**src/hw/rtl/ethiopian_gregorian_date_converter_defines.svh**
```systemverilog
// Assertion macros for the date converter RTL.
`ifndef ETHIOPIAN_GREGORIAN_DATE_CONVERTER_DEFINES_SVH
`define ETHIOPIAN_GREGORIAN_DATE_CONVERTER_DEFINES_SVH

// Same-cycle implication, disabled while in reset.
`define EGDC_ASSERT_IMPLY(label, clk, rst_n, ante, cons, msg) \
  label: assert property (@(posedge clk) disable iff (!rst_n) (ante) |-> (cons)) \
    else $error(msg);

// Next-cycle implication, disabled while in reset.
`define EGDC_ASSERT_NEXT(label, clk, rst_n, ante, cons, msg) \
  label: assert property (@(posedge clk) disable iff (!rst_n) (ante) |=> (cons)) \
    else $error(msg);

`endif

```
**src/hw/rtl/egdc_pkg.sv**
```systemverilog
// Shared types, constants and calendar tables for the date converter.
package egdc_pkg;

  localparam int unsigned YEAR_W    = 14;
  localparam int unsigned MONTH_W   = 4;
  localparam int unsigned DAY_W     = 5;
  localparam int unsigned JDN_W     = 23;
  localparam int unsigned FRONT_STG = 2;
  localparam int unsigned BACK_STG  = 5;
  localparam int unsigned NSTG      = FRONT_STG + BACK_STG;

  // conversion direction
  localparam logic KIND_G2E = 1'b0;
  localparam logic KIND_E2G = 1'b1;

  typedef enum logic [1:0] {
    ERR_OK    = 2'd0,
    ERR_MONTH = 2'd1,
    ERR_DAY   = 2'd2,
    ERR_EPOCH = 2'd3
  } err_e;

  localparam logic [JDN_W-1:0] ETH_EPOCH_JDN = 23'd1724221;

  // floor(2^32 / 1461), floor(2^32 / 146097), ceil-ish 2^19 / 100 (exact below 43690)
  localparam logic [21:0] RECIP_1461   = 22'd2939744;
  localparam logic [14:0] RECIP_146097 = 15'd29398;
  localparam logic [12:0] RECIP_100    = 13'd5243;

  typedef struct packed {
    logic             kind;
    err_e             err;
    logic [JDN_W-1:0] jdn;
  } front_t;

  typedef struct packed {
    logic [YEAR_W-1:0]  year;
    logic [MONTH_W-1:0] month;
    logic [DAY_W-1:0]   day;
    logic [JDN_W-1:0]   jdn;
    err_e               err;
  } result_t;

  // Day offset of a March-based month: (153 * m + 2) / 5
  function automatic logic [8:0] month_start(input logic [3:0] m);
    logic [8:0] v;
    unique case (m)
      4'd0:    v = 9'd0;
      4'd1:    v = 9'd31;
      4'd2:    v = 9'd61;
      4'd3:    v = 9'd92;
      4'd4:    v = 9'd122;
      4'd5:    v = 9'd153;
      4'd6:    v = 9'd184;
      4'd7:    v = 9'd214;
      4'd8:    v = 9'd245;
      4'd9:    v = 9'd275;
      4'd10:   v = 9'd306;
      4'd11:   v = 9'd337;
      4'd12:   v = 9'd367;
      default: v = 9'd0;
    endcase
    return v;
  endfunction

  // (5 * e + 2) / 153 for a day of the March-based year
  function automatic logic [3:0] greg_month_idx(input logic [8:0] e);
    logic [3:0] n;
    n = '0;
    for (int k = 1; k < 12; k++) begin
      if (e >= month_start(4'(k))) n = n + 4'd1;
    end
    return n;
  endfunction

  // doy / 30 for a day of the Ethiopian year
  function automatic logic [3:0] eth_month_idx(input logic [8:0] doy);
    logic [3:0] n;
    n = '0;
    for (int k = 1; k <= 12; k++) begin
      if (doy >= 9'(30 * k)) n = n + 4'd1;
    end
    return n;
  endfunction

endpackage

```
**src/hw/rtl/egdc_front.sv**
```systemverilog
// Front end: input date to day number and error code, two register stages.
module egdc_front (
  input  logic                            clk_i,
  input  logic [egdc_pkg::FRONT_STG-1:0]  en_i,
  input  logic                            kind_i,
  input  logic [egdc_pkg::YEAR_W-1:0]     year_i,
  input  logic [egdc_pkg::MONTH_W-1:0]    month_i,
  input  logic [egdc_pkg::DAY_W-1:0]      day_i,
  output egdc_pkg::front_t                res_o
);
  import egdc_pkg::*;

  // stage 1 combinational
  logic             early;
  logic [14:0]      gy_d;
  logic [3:0]       gm;
  logic [27:0]      p100;
  logic [22:0]      gy365_d;
  logic [7:0]       g100_d;
  logic [9:0]       gmd_d;
  logic [4:0]       lim;
  err_e             eerr_d;
  logic [22:0]      e365_d;
  logic [8:0]       emd_d;

  // stage 1 registers
  logic             s1_kind_q;
  logic [14:0]      s1_gy_q;
  logic [22:0]      s1_gy365_q;
  logic [7:0]       s1_g100_q;
  logic [9:0]       s1_gmd_q;
  err_e             s1_eerr_q;
  logic [22:0]      s1_e365_q;
  logic [11:0]      s1_eyq_q;
  logic [8:0]       s1_emd_q;

  // stage 2
  logic [23:0]      gjdn_full;
  logic [JDN_W-1:0] gjdn;
  logic [JDN_W-1:0] ejdn;
  front_t           res_d;
  front_t           s2_q;

  always_comb begin
    // January and February count as months of the previous March-based year
    early   = (month_i <= 4'd2);
    gy_d    = 15'(year_i) + 15'd4800 - 15'(early);
    gm      = early ? month_i + 4'd9 : month_i - 4'd3;
    gy365_d = 23'(24'(gy_d) * 24'd365);
    p100    = 28'(gy_d) * 28'(RECIP_100);
    g100_d  = p100[26:19];
    gmd_d   = 10'(month_start(gm)) + 10'(day_i);

    lim = (month_i == 4'd13) ? ((year_i[1:0] == 2'b11) ? 5'd6 : 5'd5) : 5'd30;
    priority if (month_i == 4'd0 || month_i > 4'd13) eerr_d = ERR_MONTH;
    else if (day_i == 5'd0 || day_i > lim)           eerr_d = ERR_DAY;
    else if (year_i == '0)                           eerr_d = ERR_EPOCH;
    else                                             eerr_d = ERR_OK;
    e365_d = 23'(year_i) * 23'd365;
    emd_d  = 9'(month_i) * 9'd30 + 9'(day_i);
  end

  always_ff @(posedge clk_i) begin
    if (en_i[0]) begin
      s1_kind_q  <= kind_i;
      s1_gy_q    <= gy_d;
      s1_gy365_q <= gy365_d;
      s1_g100_q  <= g100_d;
      s1_gmd_q   <= gmd_d;
      s1_eerr_q  <= eerr_d;
      s1_e365_q  <= e365_d;
      s1_eyq_q   <= year_i[YEAR_W-1:2];
      s1_emd_q   <= emd_d;
    end
  end

  always_comb begin
    gjdn_full = 24'(s1_gmd_q) + 24'(s1_gy365_q) + 24'(s1_gy_q >> 2) - 24'(s1_g100_q)
              + 24'(s1_g100_q >> 2) - 24'd32045;
    gjdn      = gjdn_full[JDN_W-1:0];
    // epoch minus one day, one year and one month folded into one constant
    ejdn      = 23'd1723825 + s1_e365_q + 23'(s1_eyq_q) + 23'(s1_emd_q);

    res_d.kind = s1_kind_q;
    if (s1_kind_q == KIND_E2G) begin
      res_d.err = s1_eerr_q;
      res_d.jdn = (s1_eerr_q == ERR_MONTH || s1_eerr_q == ERR_DAY) ? '0 : ejdn;
    end else begin
      res_d.err = (gjdn < ETH_EPOCH_JDN) ? ERR_EPOCH : ERR_OK;
      res_d.jdn = gjdn;
    end
  end

  always_ff @(posedge clk_i) begin
    if (en_i[1]) s2_q <= res_d;
  end

  assign res_o = s2_q;

endmodule

```
**src/hw/rtl/egdc_back.sv**
```systemverilog
// Back end: day number to Ethiopian and Gregorian dates, five register stages.
module egdc_back (
  input  logic                           clk_i,
  input  logic [egdc_pkg::BACK_STG-1:0]  en_i,
  input  egdc_pkg::front_t               front_i,
  output egdc_pkg::result_t              res_o
);
  import egdc_pkg::*;

  // stage 3
  logic [JDN_W-1:0] since_d;
  logic [24:0]      xe_d;
  logic [46:0]      pe;
  logic [JDN_W-1:0] ag;
  logic [24:0]      xg_d;
  logic [39:0]      pg;
  logic             s3_kind_q;
  err_e             s3_err_q;
  logic [JDN_W-1:0] s3_jdn_q;
  logic [JDN_W-1:0] s3_since_q;
  logic [24:0]      s3_xe_q;
  logic [14:0]      s3_qe_q;
  logic [24:0]      s3_xg_q;
  logic [7:0]       s3_qb_q;

  // stage 4
  logic [24:0]      re;
  logic [14:0]      ey_d;
  logic [24:0]      rg;
  logic [24:0]      rg_fix;
  logic [7:0]       b_d;
  logic             s4_kind_q;
  err_e             s4_err_q;
  logic [JDN_W-1:0] s4_jdn_q;
  logic [JDN_W-1:0] s4_since_q;
  logic [14:0]      s4_ey_q;
  logic [7:0]       s4_b_q;
  logic [15:0]      s4_c_q;

  // stage 5
  logic [23:0]      doy_full;
  logic [17:0]      x2_d;
  logic [39:0]      p2;
  logic             s5_kind_q;
  err_e             s5_err_q;
  logic [JDN_W-1:0] s5_jdn_q;
  logic [14:0]      s5_ey_q;
  logic [8:0]       s5_doy_q;
  logic [7:0]       s5_b_q;
  logic [17:0]      s5_x2_q;
  logic [6:0]       s5_qd_q;

  // stage 6
  logic [3:0]       mq;
  logic [3:0]       emon_d;
  logic [4:0]       eday_d;
  logic [17:0]      r2;
  logic [17:0]      r2_fix;
  logic [6:0]       d_d;
  logic             s6_kind_q;
  err_e             s6_err_q;
  logic [JDN_W-1:0] s6_jdn_q;
  logic [14:0]      s6_ey_q;
  logic [3:0]       s6_emon_q;
  logic [4:0]       s6_eday_q;
  logic [7:0]       s6_b_q;
  logic [6:0]       s6_d_q;
  logic [8:0]       s6_e_q;

  // stage 7
  logic [3:0]       gm;
  logic             wrap;
  logic [3:0]       gmon;
  logic [4:0]       gday;
  logic [15:0]      gyear_full;
  result_t          res_d;
  result_t          s7_q;

  // ---- stage 3: reciprocal multiplies for year-of-cycle and century ----
  always_comb begin
    since_d = front_i.jdn - ETH_EPOCH_JDN;
    xe_d    = {since_d, 2'b00} + 25'd1463;
    pe      = 47'(xe_d) * 47'(RECIP_1461);
    ag      = front_i.jdn + 23'd32044;
    xg_d    = {ag, 2'b11};
    pg      = 40'(xg_d) * 40'(RECIP_146097);
  end

  always_ff @(posedge clk_i) begin
    if (en_i[0]) begin
      s3_kind_q  <= front_i.kind;
      s3_err_q   <= front_i.err;
      s3_jdn_q   <= front_i.jdn;
      s3_since_q <= since_d;
      s3_xe_q    <= xe_d;
      s3_qe_q    <= pe[46:32];
      s3_xg_q    <= xg_d;
      s3_qb_q    <= pg[39:32];
    end
  end

  // ---- stage 4: quotient estimates are low by at most one ----
  always_comb begin
    re   = s3_xe_q - 25'(26'(s3_qe_q) * 26'd1461);
    ey_d = (re >= 25'd1461) ? s3_qe_q + 15'd1 : s3_qe_q;
    rg   = s3_xg_q - 25'(26'(s3_qb_q) * 26'd146097);
    if (rg >= 25'd146097) begin
      b_d    = s3_qb_q + 8'd1;
      rg_fix = rg - 25'd146097;
    end else begin
      b_d    = s3_qb_q;
      rg_fix = rg;
    end
  end

  always_ff @(posedge clk_i) begin
    if (en_i[1]) begin
      s4_kind_q  <= s3_kind_q;
      s4_err_q   <= s3_err_q;
      s4_jdn_q   <= s3_jdn_q;
      s4_since_q <= s3_since_q;
      s4_ey_q    <= ey_d;
      s4_b_q     <= b_d;
      s4_c_q     <= rg_fix[17:2];
    end
  end

  // ---- stage 5: Ethiopian day of year, Gregorian year-in-century estimate ----
  always_comb begin
    doy_full = 24'(s4_since_q) + 24'd365 - 24'(s4_ey_q) * 24'd365 - 24'(s4_ey_q >> 2);
    x2_d     = {s4_c_q, 2'b11};
    p2       = 40'(x2_d) * 40'(RECIP_1461);
  end

  always_ff @(posedge clk_i) begin
    if (en_i[2]) begin
      s5_kind_q <= s4_kind_q;
      s5_err_q  <= s4_err_q;
      s5_jdn_q  <= s4_jdn_q;
      s5_ey_q   <= s4_ey_q;
      s5_doy_q  <= doy_full[8:0];
      s5_b_q    <= s4_b_q;
      s5_x2_q   <= x2_d;
      s5_qd_q   <= p2[38:32];
    end
  end

  // ---- stage 6: Ethiopian month/day, Gregorian day of March-based year ----
  always_comb begin
    mq     = eth_month_idx(s5_doy_q);
    emon_d = mq + 4'd1;
    eday_d = 5'(s5_doy_q - 9'(mq) * 9'd30 + 9'd1);
    r2     = s5_x2_q - 18'(18'(s5_qd_q) * 18'd1461);
    if (r2 >= 18'd1461) begin
      d_d    = s5_qd_q + 7'd1;
      r2_fix = r2 - 18'd1461;
    end else begin
      d_d    = s5_qd_q;
      r2_fix = r2;
    end
  end

  always_ff @(posedge clk_i) begin
    if (en_i[3]) begin
      s6_kind_q <= s5_kind_q;
      s6_err_q  <= s5_err_q;
      s6_jdn_q  <= s5_jdn_q;
      s6_ey_q   <= s5_ey_q;
      s6_emon_q <= emon_d;
      s6_eday_q <= eday_d;
      s6_b_q    <= s5_b_q;
      s6_d_q    <= d_d;
      s6_e_q    <= r2_fix[10:2];
    end
  end

  // ---- stage 7: Gregorian month/day/year and result select ----
  always_comb begin
    gm         = greg_month_idx(s6_e_q);
    wrap       = (gm >= 4'd10);
    gmon       = wrap ? gm - 4'd9 : gm + 4'd3;
    gday       = 5'(s6_e_q - month_start(gm) + 9'd1);
    gyear_full = 16'(s6_b_q) * 16'd100 + 16'(s6_d_q) + 16'(wrap) - 16'd4800;

    res_d.jdn = s6_jdn_q;
    res_d.err = s6_err_q;
    if (s6_err_q != ERR_OK) begin
      res_d.year  = '0;
      res_d.month = '0;
      res_d.day   = '0;
    end else if (s6_kind_q == KIND_E2G) begin
      res_d.year  = gyear_full[YEAR_W-1:0];
      res_d.month = gmon;
      res_d.day   = gday;
    end else begin
      res_d.year  = s6_ey_q[YEAR_W-1:0];
      res_d.month = s6_emon_q;
      res_d.day   = s6_eday_q;
    end
  end

  always_ff @(posedge clk_i) begin
    if (en_i[4]) s7_q <= res_d;
  end

  assign res_o = s7_q;

endmodule

```
**src/hw/rtl/ethiopian_gregorian_date_converter.sv**
```systemverilog
// Top level of the Ethiopian / Gregorian date converter.
//
//   channel | handshake              | payload
//   --------+------------------------+------------------------------------------------
//   in      | in_valid_i, in_ready_o | kind_i, in_year_i, in_month_i, in_day_i
//   out     | out_valid_o, out_ready_i | out_year_o, out_month_o, out_day_o,
//           |                        | julian_day_o, error_code_o
//
// One date per cycle sustained while out_ready_i is high; out_valid_o rises when a date reaches stage 7.
// Stages 1-2 form the day number and the input checks; stages 3-7 turn it back into
// dates by reciprocal multiplies for 1461 and 146097, each corrected a stage later.
// Reset clears only the stage valid bits; payload registers are not reset.
// A stalled output only holds stages that are full: bubbles ahead of it still fill.
`include "ethiopian_gregorian_date_converter_defines.svh"

module ethiopian_gregorian_date_converter (
  input  logic                           clk_i,
  input  logic                           rst_ni,
  input  logic                           in_valid_i,
  output logic                           in_ready_o,
  input  logic                           kind_i,
  input  logic [egdc_pkg::YEAR_W-1:0]    in_year_i,
  input  logic [egdc_pkg::MONTH_W-1:0]   in_month_i,
  input  logic [egdc_pkg::DAY_W-1:0]     in_day_i,
  output logic                           out_valid_o,
  input  logic                           out_ready_i,
  output logic [egdc_pkg::YEAR_W-1:0]    out_year_o,
  output logic [egdc_pkg::MONTH_W-1:0]   out_month_o,
  output logic [egdc_pkg::DAY_W-1:0]     out_day_o,
  output logic [egdc_pkg::JDN_W-1:0]     julian_day_o,
  output logic [1:0]                     error_code_o
);
  import egdc_pkg::*;

  logic [NSTG-1:0] valid_q;
  logic [NSTG-1:0] valid_d;
  logic [NSTG:0]   rdy;
  logic [NSTG-1:0] vin;
  logic [NSTG-1:0] en;
  front_t          front;
  result_t         res;

  // a stage takes new data when it is empty or its content moves on
  always_comb begin
    rdy[NSTG] = out_ready_i;
    for (int k = NSTG - 1; k >= 0; k--) begin
      rdy[k] = !valid_q[k] || rdy[k+1];
    end
    vin     = {valid_q[NSTG-2:0], in_valid_i};
    en      = vin & rdy[NSTG-1:0];
    valid_d = (rdy[NSTG-1:0] & vin) | (~rdy[NSTG-1:0] & valid_q);
  end

  always_ff @(posedge clk_i or negedge rst_ni) begin
    if (!rst_ni) begin
      valid_q <= '0;
    end else begin
      valid_q <= valid_d;
    end
  end

  egdc_front u_front (
    .clk_i   (clk_i),
    .en_i    (en[FRONT_STG-1:0]),
    .kind_i  (kind_i),
    .year_i  (in_year_i),
    .month_i (in_month_i),
    .day_i   (in_day_i),
    .res_o   (front)
  );

  egdc_back u_back (
    .clk_i   (clk_i),
    .en_i    (en[NSTG-1:FRONT_STG]),
    .front_i (front),
    .res_o   (res)
  );

  assign in_ready_o   = rdy[0];
  assign out_valid_o  = valid_q[NSTG-1];
  assign out_year_o   = res.year;
  assign out_month_o  = res.month;
  assign out_day_o    = res.day;
  assign julian_day_o = res.jdn;
  assign error_code_o = res.err;

  `EGDC_ASSERT_NEXT(a_in_lands_stage1, clk_i, rst_ni, in_valid_i && in_ready_o, valid_q[0], "input transfer did not fill stage 1")

  `EGDC_ASSERT_IMPLY(a_ok_date_range, clk_i, rst_ni, out_valid_o && error_code_o == ERR_OK, out_month_o != 4'd0 && out_month_o <= 4'd13 && out_day_o != 5'd0 && julian_day_o >= ETH_EPOCH_JDN, "valid result with a malformed date")

  `EGDC_ASSERT_IMPLY(a_bad_input_zero, clk_i, rst_ni, out_valid_o && (error_code_o == ERR_MONTH || error_code_o == ERR_DAY), julian_day_o == '0 && out_year_o == '0 && out_month_o == '0 && out_day_o == '0, "rejected date carries nonzero fields")

  `EGDC_ASSERT_IMPLY(a_epoch_before, clk_i, rst_ni, out_valid_o && error_code_o == ERR_EPOCH, julian_day_o < ETH_EPOCH_JDN && out_year_o == '0 && out_month_o == '0, "pre-epoch flag on a day at or after the epoch")

endmodule

```
**config.mk**
```make
export PLATFORM = sky130hd
export DESIGN_NAME = ethiopian_gregorian_date_converter
export DESIGN_NICKNAME = d
export VERILOG_FILES = /design/src/hw/rtl/egdc_pkg.sv /design/src/hw/rtl/egdc_front.sv /design/src/hw/rtl/egdc_back.sv /design/src/hw/rtl/ethiopian_gregorian_date_converter.sv
export VERILOG_INCLUDE_DIRS = /design/src /design/src/hw/rtl
export SDC_FILE = /design/constraint.sdc
export NUM_CORES = 2
export LEC_CHECK = 0
export BUFFER_PORTS_ARGS = -buffer_cell sky130_fd_sc_hd__buf_2
export CAP_MARGIN = 5
export CORE_UTILIZATION = 40
export DETAILED_ROUTE_END_ITERATION = 8
export GPL_TIMING_DRIVEN = 0
export PLACE_DENSITY_LB_ADDON = 0.12
export SLEW_MARGIN = 30
export SYNTH_ARGS = -nofsm -noshare
export SYNTH_HDL_FRONTEND = slang
export SYNTH_HIERARCHICAL = 1
export SYNTH_SLANG_ARGS = --single-unit
```
**constraint.sdc**
```tcl
create_clock -name clk_i -period 10 [get_ports clk_i]
set_input_delay 1.5 -clock clk_i [delete_from_list [all_inputs] [get_ports clk_i]]
set_output_delay 1.5 -clock clk_i [all_outputs]
set_load 0.05 [all_outputs]
```
* After elaboration in Yosys (flattened, before gate mapping) *
Memories as Yosys holds them, arrays and structs flattened.
Cells that the tools add are included.

storage, ports and cells
  bits in registers = 517
  bits in read-only memories = 288
  input bits = 28
  output and inout port bits = 50
  word-level logic and storage cells = 222
  memories kept = 2

memories
  memory           words  bits a word  rd ports  clocked after Yosys merged registers in  wr ports  line            RTL
  (no name shown)  16     9            1         0                                        0         egdc_pkg.sv:47  unique case (m)
  (no name shown)  16     9            1         0                                        0         egdc_pkg.sv:47

operators by class
  add/sub/neg operators = 59
  multipliers = 13
  magnitude comparators = 31
  equal/unequal tests = 4
  mux-type cells = 38
  bitwise operators = 4
  reductions and logical operators = 21

operators with widths
  kind                    count
  $mux 4                  23
  $add 4x1->4 const B     21
  $ge 9x8->1 const B      8
  $ge 9x9->1 const B      7
  $sub 25x25->25          2
  $mux 23                 2
  $mul 25x17->42 const B  1
  $mul 25x14->39 const B  1
  $ge 9x7->1 const B      4
  $mul 18x17->34 const B  1
  $mul 15x13->27 const B  1
  $add 25x11->25 const B  1
  $ge 25x11->1 const B    1
  $ge 25x18->1 const B    1
  $mul 15x11->25 const B  1
  $mul 8x18->25 const B   1
  $mux 25                 1
  $add 10x23->23          1
  $add 21x23->23 const A  1
  $add 23x12->23          1
  $add 23x13->23          1
  $add 23x15->23 const B  1
  $add 23x6->23           1
  $add 23x9->23           1
  other kinds (60)        86

* Longest topological paths before layout *
  depth after elaboration = 27
  gate-level depth with buffers = 42
  depth with buffers taken out = 41

* Cells and area by module *
The synthesis kept the hierarchy.

modules (own cells, without submodules)
  module                              times used  cells an instance  area an instance (µm²)  seq. area each (µm²)
  egdc_back                           1           4393               47828.4                 11260.8
  egdc_front                          1           1673               17345.4                 3813.7
  ethiopian_gregorian_date_converter  1           30                 344.1                   175.2

* Worst setup path before layout *
No wires, ideal clock.

  path kind = input -> register
  start point = input out_ready_i
  end point = register u_front.s1_e365_q[0], enable pin
  setup time = 0.716 ns
  data arrival time = 9.098 ns
  data required time = 9.284 ns
  slack = 0.185 ns
  stages = 3
  path buffers = 1
  cell sequence = and4b_1 -> buf_6 -> a21boi_0

on the way
  longest elaborated chain between the ends = 8

ends and longest elaborated chain
  what                            line                                      RTL
  from (decl)                     ethiopian_gregorian_date_converter.sv:26  input logic out_ready_i,
  $logic_or 1x1->1 (7 in series)  ethiopian_gregorian_date_converter.sv:47  rdy[k] = !valid_q[k] || rdy[k+1];
  $and 7x7->7                     ethiopian_gregorian_date_converter.sv:50  en = vin & rdy[NSTG-1:0];
  named net en[0]                 ethiopian_gregorian_date_converter.sv:39  logic [NSTG-1:0] en;
  to (signal assigned)            egdc_front.sv:71                          s1_e365_q <= e365_d;
  to (decl)                       egdc_front.sv:33                          logic [22:0] s1_e365_q;

The timed path passes the listed nets, and every way through them passes these cells.
A chain may end at the register's enable or synchronous reset.

* Worst setup path in the final report *
  start point = register u_front.s2_q (netlist bit u_front/res_o[1])
  end point = register u_back.s3_qe_q[14] (data pin)

on the way
  longest elaborated chain between the ends = 3

ends and longest elaborated chain
  what                         line              RTL
  from (decl)                  egdc_front.sv:42  front_t s2_q;
  from (signal assigned)       egdc_front.sv:95  if (en_i[1]) s2_q <= res_d;
  $sub 23x21->23               egdc_back.sv:81   since_d = front_i.jdn - ETH_EPOCH_JDN;
  named net u_back.since_d[7]  egdc_back.sv:11   logic [JDN_W-1:0] since_d;
  $add 25x11->25               egdc_back.sv:82   xe_d = {since_d, 2'b00} + 25'd1463;
  named net u_back.xe_d[19]    egdc_back.sv:12   logic [24:0] xe_d;
  $mul 25x17->42               egdc_back.sv:83   pe = 47'(xe_d) * 47'(RECIP_1461);
  named net u_back.pe[46]      egdc_back.sv:13   logic [46:0] pe;
  to (signal assigned)         egdc_back.sv:96   s3_qe_q <= pe[46:32];
  to (decl)                    egdc_back.sv:22   logic [14:0] s3_qe_q;

The timed path passes the listed nets, and every way through them passes these cells.

==> flow_summary.yaml <==
place:
  place_inst: 8376
  place_ws_ns: -2.06
  dpl_cell_area_sq_um: 69500
  io_buffers: 77
  place.gp.congestion: 0.859
  hpwl_mm: 124
route:
  drt-pass1-iter-count: 5
  num_vias: 41000
  ant_nets: 0
  drc: 0
  post_drt_wl_per_cell_microns: 17.0
  viasPerCell: 4.83
  drt-total-wl_mm: 144
  drtIter0Drc: 1592
cells_and_area:
  nets: 8259
  area_growth_pct: 10.0
  drive_gt1_share_pct: 6.00
  stdcell_count: 8506
  final_area_sq_um: 72100
timing:
  timing.final.ws_setup_ns: 0.413
  setup_viol: 0
  max_freq_ghz: 0.104
  rsz0062_at_grt: "true"
  finalHoldViolations: 0
  slew_violations: 0
  clock_skew_ns: 0.0426
  fin_crit_sh_pct: 95.9
  worst_pin_slew_ns: 0.976
  slew_headroom_pct: 33.3
  fin_setup_tns_ns: 0
  period_needed_ns: 9.59
run_status:
  status: "complete, no violations"
yosys:
  synth_seq_cells: 509
  synth_enable_flop_cells: 502
  yosysMostFrequentCell: "inv_1"
  yosys.area.top_type_share_pct: 25.6
  synth_top_cell_by_area: "fa_1"
  syn_area_sq_um: 65500
  syn_avg_cell_area_sq_um: 10.7
  synth-seq-area-share_pct: 23.3
  synth_fp_nets: 8074
  synthTopCellsByArea: "fa_1 (26%), edfxtp_1 (23%), ha_1 (21%)"
  ys.warnings.count: 6
  async_reset_ff_share_pct: 1.38
  ys_types: 103
  ys.flop_type: "edfxtp_1"
  synth_cells: 6096
  synthTopCellsByCount: "inv_1 (1571), ha_1 (1113), fa_1 (837)"
die:
  rows: 148
  initial_core_util_pct: 40.3
  core_area_sq_um: 163000
  dieArea_sq_um: 165000
  ios: 78
  die_y_microns: 407
  die_w_microns: 407
setup_path:
  cp_num_buf_inv: 6
  cp.arrival_ns: 9.98
  slowest_delay_ns: 0.56
  worst_setup_path_end_kind: "register"
  path_common_cell: "fa_1"
  cp-start-kind: "register"
  cp_max_fo: 7
  crit_slowest_cell: "fa_1"
  crit_type: "register to register"
  cp_top_family: "adder cells"
  worstPathRequired_ns: 10.39
worst_hold_path:
  min_path_type: "register to register"
cts:
  cts_buffer_depth: 3
  cts.htree.levels: 3
  cts_made_buffers: 66
  cts-root-buf: "clkbuf_16"
  clk_pin_slew_ns: 0.06
  clock-sinks: 509
  worstSkewPairLatency_ns: 0.65
  cts_tree: "done"
job:
  cap_violations: 0
global_routing:
  grt_pass1_vias: 43300
  grt_max_degree: 41
  overflow: 0
  grt_pass1_wl_mm: 234
  grt_usage_pct: 18.1
  antenna_found_initial: 4
area by class of cell:
type	instances	area [sq um]
Antenna cell	2	5.00
Buffer	56	309
Clock buffer	70	1670
Clock inverter	46	517
Fill cell	15600	90500
Inverter	1572	5910
Multi-Input combinational cell	3957	44700
Sequential cell	509	15200
Tap cell	2175	2720
Timing Repair Buffer	119	1030
logic make-up (layout without fill, tap and decap cells):
logic type	after synthesis	in the layout	share of synthesized area (%)
AO/OA/AOI/OAI	805	805	8.23
adder cells (fa/ha/maj)	1950	1950	46.8
AND/OR/NAND/NOR	744	744	5.77
multiplexers	45	45	0.712
buffers and inverters	1630	1863	9.49
flip-flops	509	509	23.3
other	0	2	0
XOR/XNOR	413	413	5.69
state kept, by name (all words and copies together) (netlist names), 10 cells and up, named ones only:
register            flops
u_back/res_o           48
u_front/res_o          26
u_back/s3_jdn_q        23
u_back/s4_jdn_q        23
u_back/s5_jdn_q        23
u_back/s6_jdn_q        23
u_front/s1_e365_q      23
u_back/s3_xe_q         22
u_back/s3_xg_q         21
u_front/s1_gy365_q     21
u_back/s4_c_q          16
u_back/s5_x2_q         16
u_back/s3_qe_q         15
u_front/s1_gy_q        15
u_back/s4_ey_q         14
u_back/s5_ey_q         14
u_back/s6_ey_q         14
u_front/s1_eyq_q       12
u_front/s1_gmd_q       10
path summary, 6_finish.rpt:
kind	startpoint	to	slack, ns	cells past startpoint
min reg2reg	u_back/s4_jdn_q[9]	u_back/s5_jdn_q[9]	0.40	0
min	u_back/s4_jdn_q[9]	u_back/s5_jdn_q[9]	0.40	0
max	u_front/res_o[1]	u_back/s3_qe_q[14]	0.41	35
max reg2reg	u_front/res_o[1]	u_back/s3_qe_q[14]	0.41	35
min in group asynchronous	rst_ni	async pin	0.68	1
max in group asynchronous	rst_ni	async pin	9.16	1
metal layers:
| metal | share of wire (%) | wire, microns | GRT usage, % |
|---|---|---|---|
| met1 | 48 | 68800 | 25.0 |
| met3 | 2.8 | 4110 | 1.98 |
| met2 | 48 | 68700 | 30.7 |
| met5 | 0 | 0 | 0 |
| met4 | 1.8 | 2550 | 3.79 |
cells in the final DEF, fill, tap and decap left out, types with 66 or more instances in the layout:
cell and count:
inv_1 1569, nand2_1 157, edfxtp_1 502, xnor2_1 257, a21o_1 83, o21ai_0 138, fa_1 837, ha_1 1112
clkbuf_16 66, nand3_1 72, xor2_1 98, buf_2 82, a21oi_1 215, nor2_1 186
repair_timing:
item	4_1_cts	5_1_grt
gates resized for setup	21	23
endpoints found under the setup margin	17	13
hold buffers	0	0
pin swaps	1	4
buffers inserted	6	8
stage by stage:
stage | hold slack [ns] | util [%]
after floorplan | 0.400 | -
after global placement | 0.400 | 42.2
after detailed placement | 0.405 | 42.7
after CTS | 0.393 | 44.2
after global routing | 0.406 | 44.3
final | 0.401 | 44.3
Power is not shown: default switching activity piles up to over one toggle a cycle in this logic, so the estimate is an artifact.
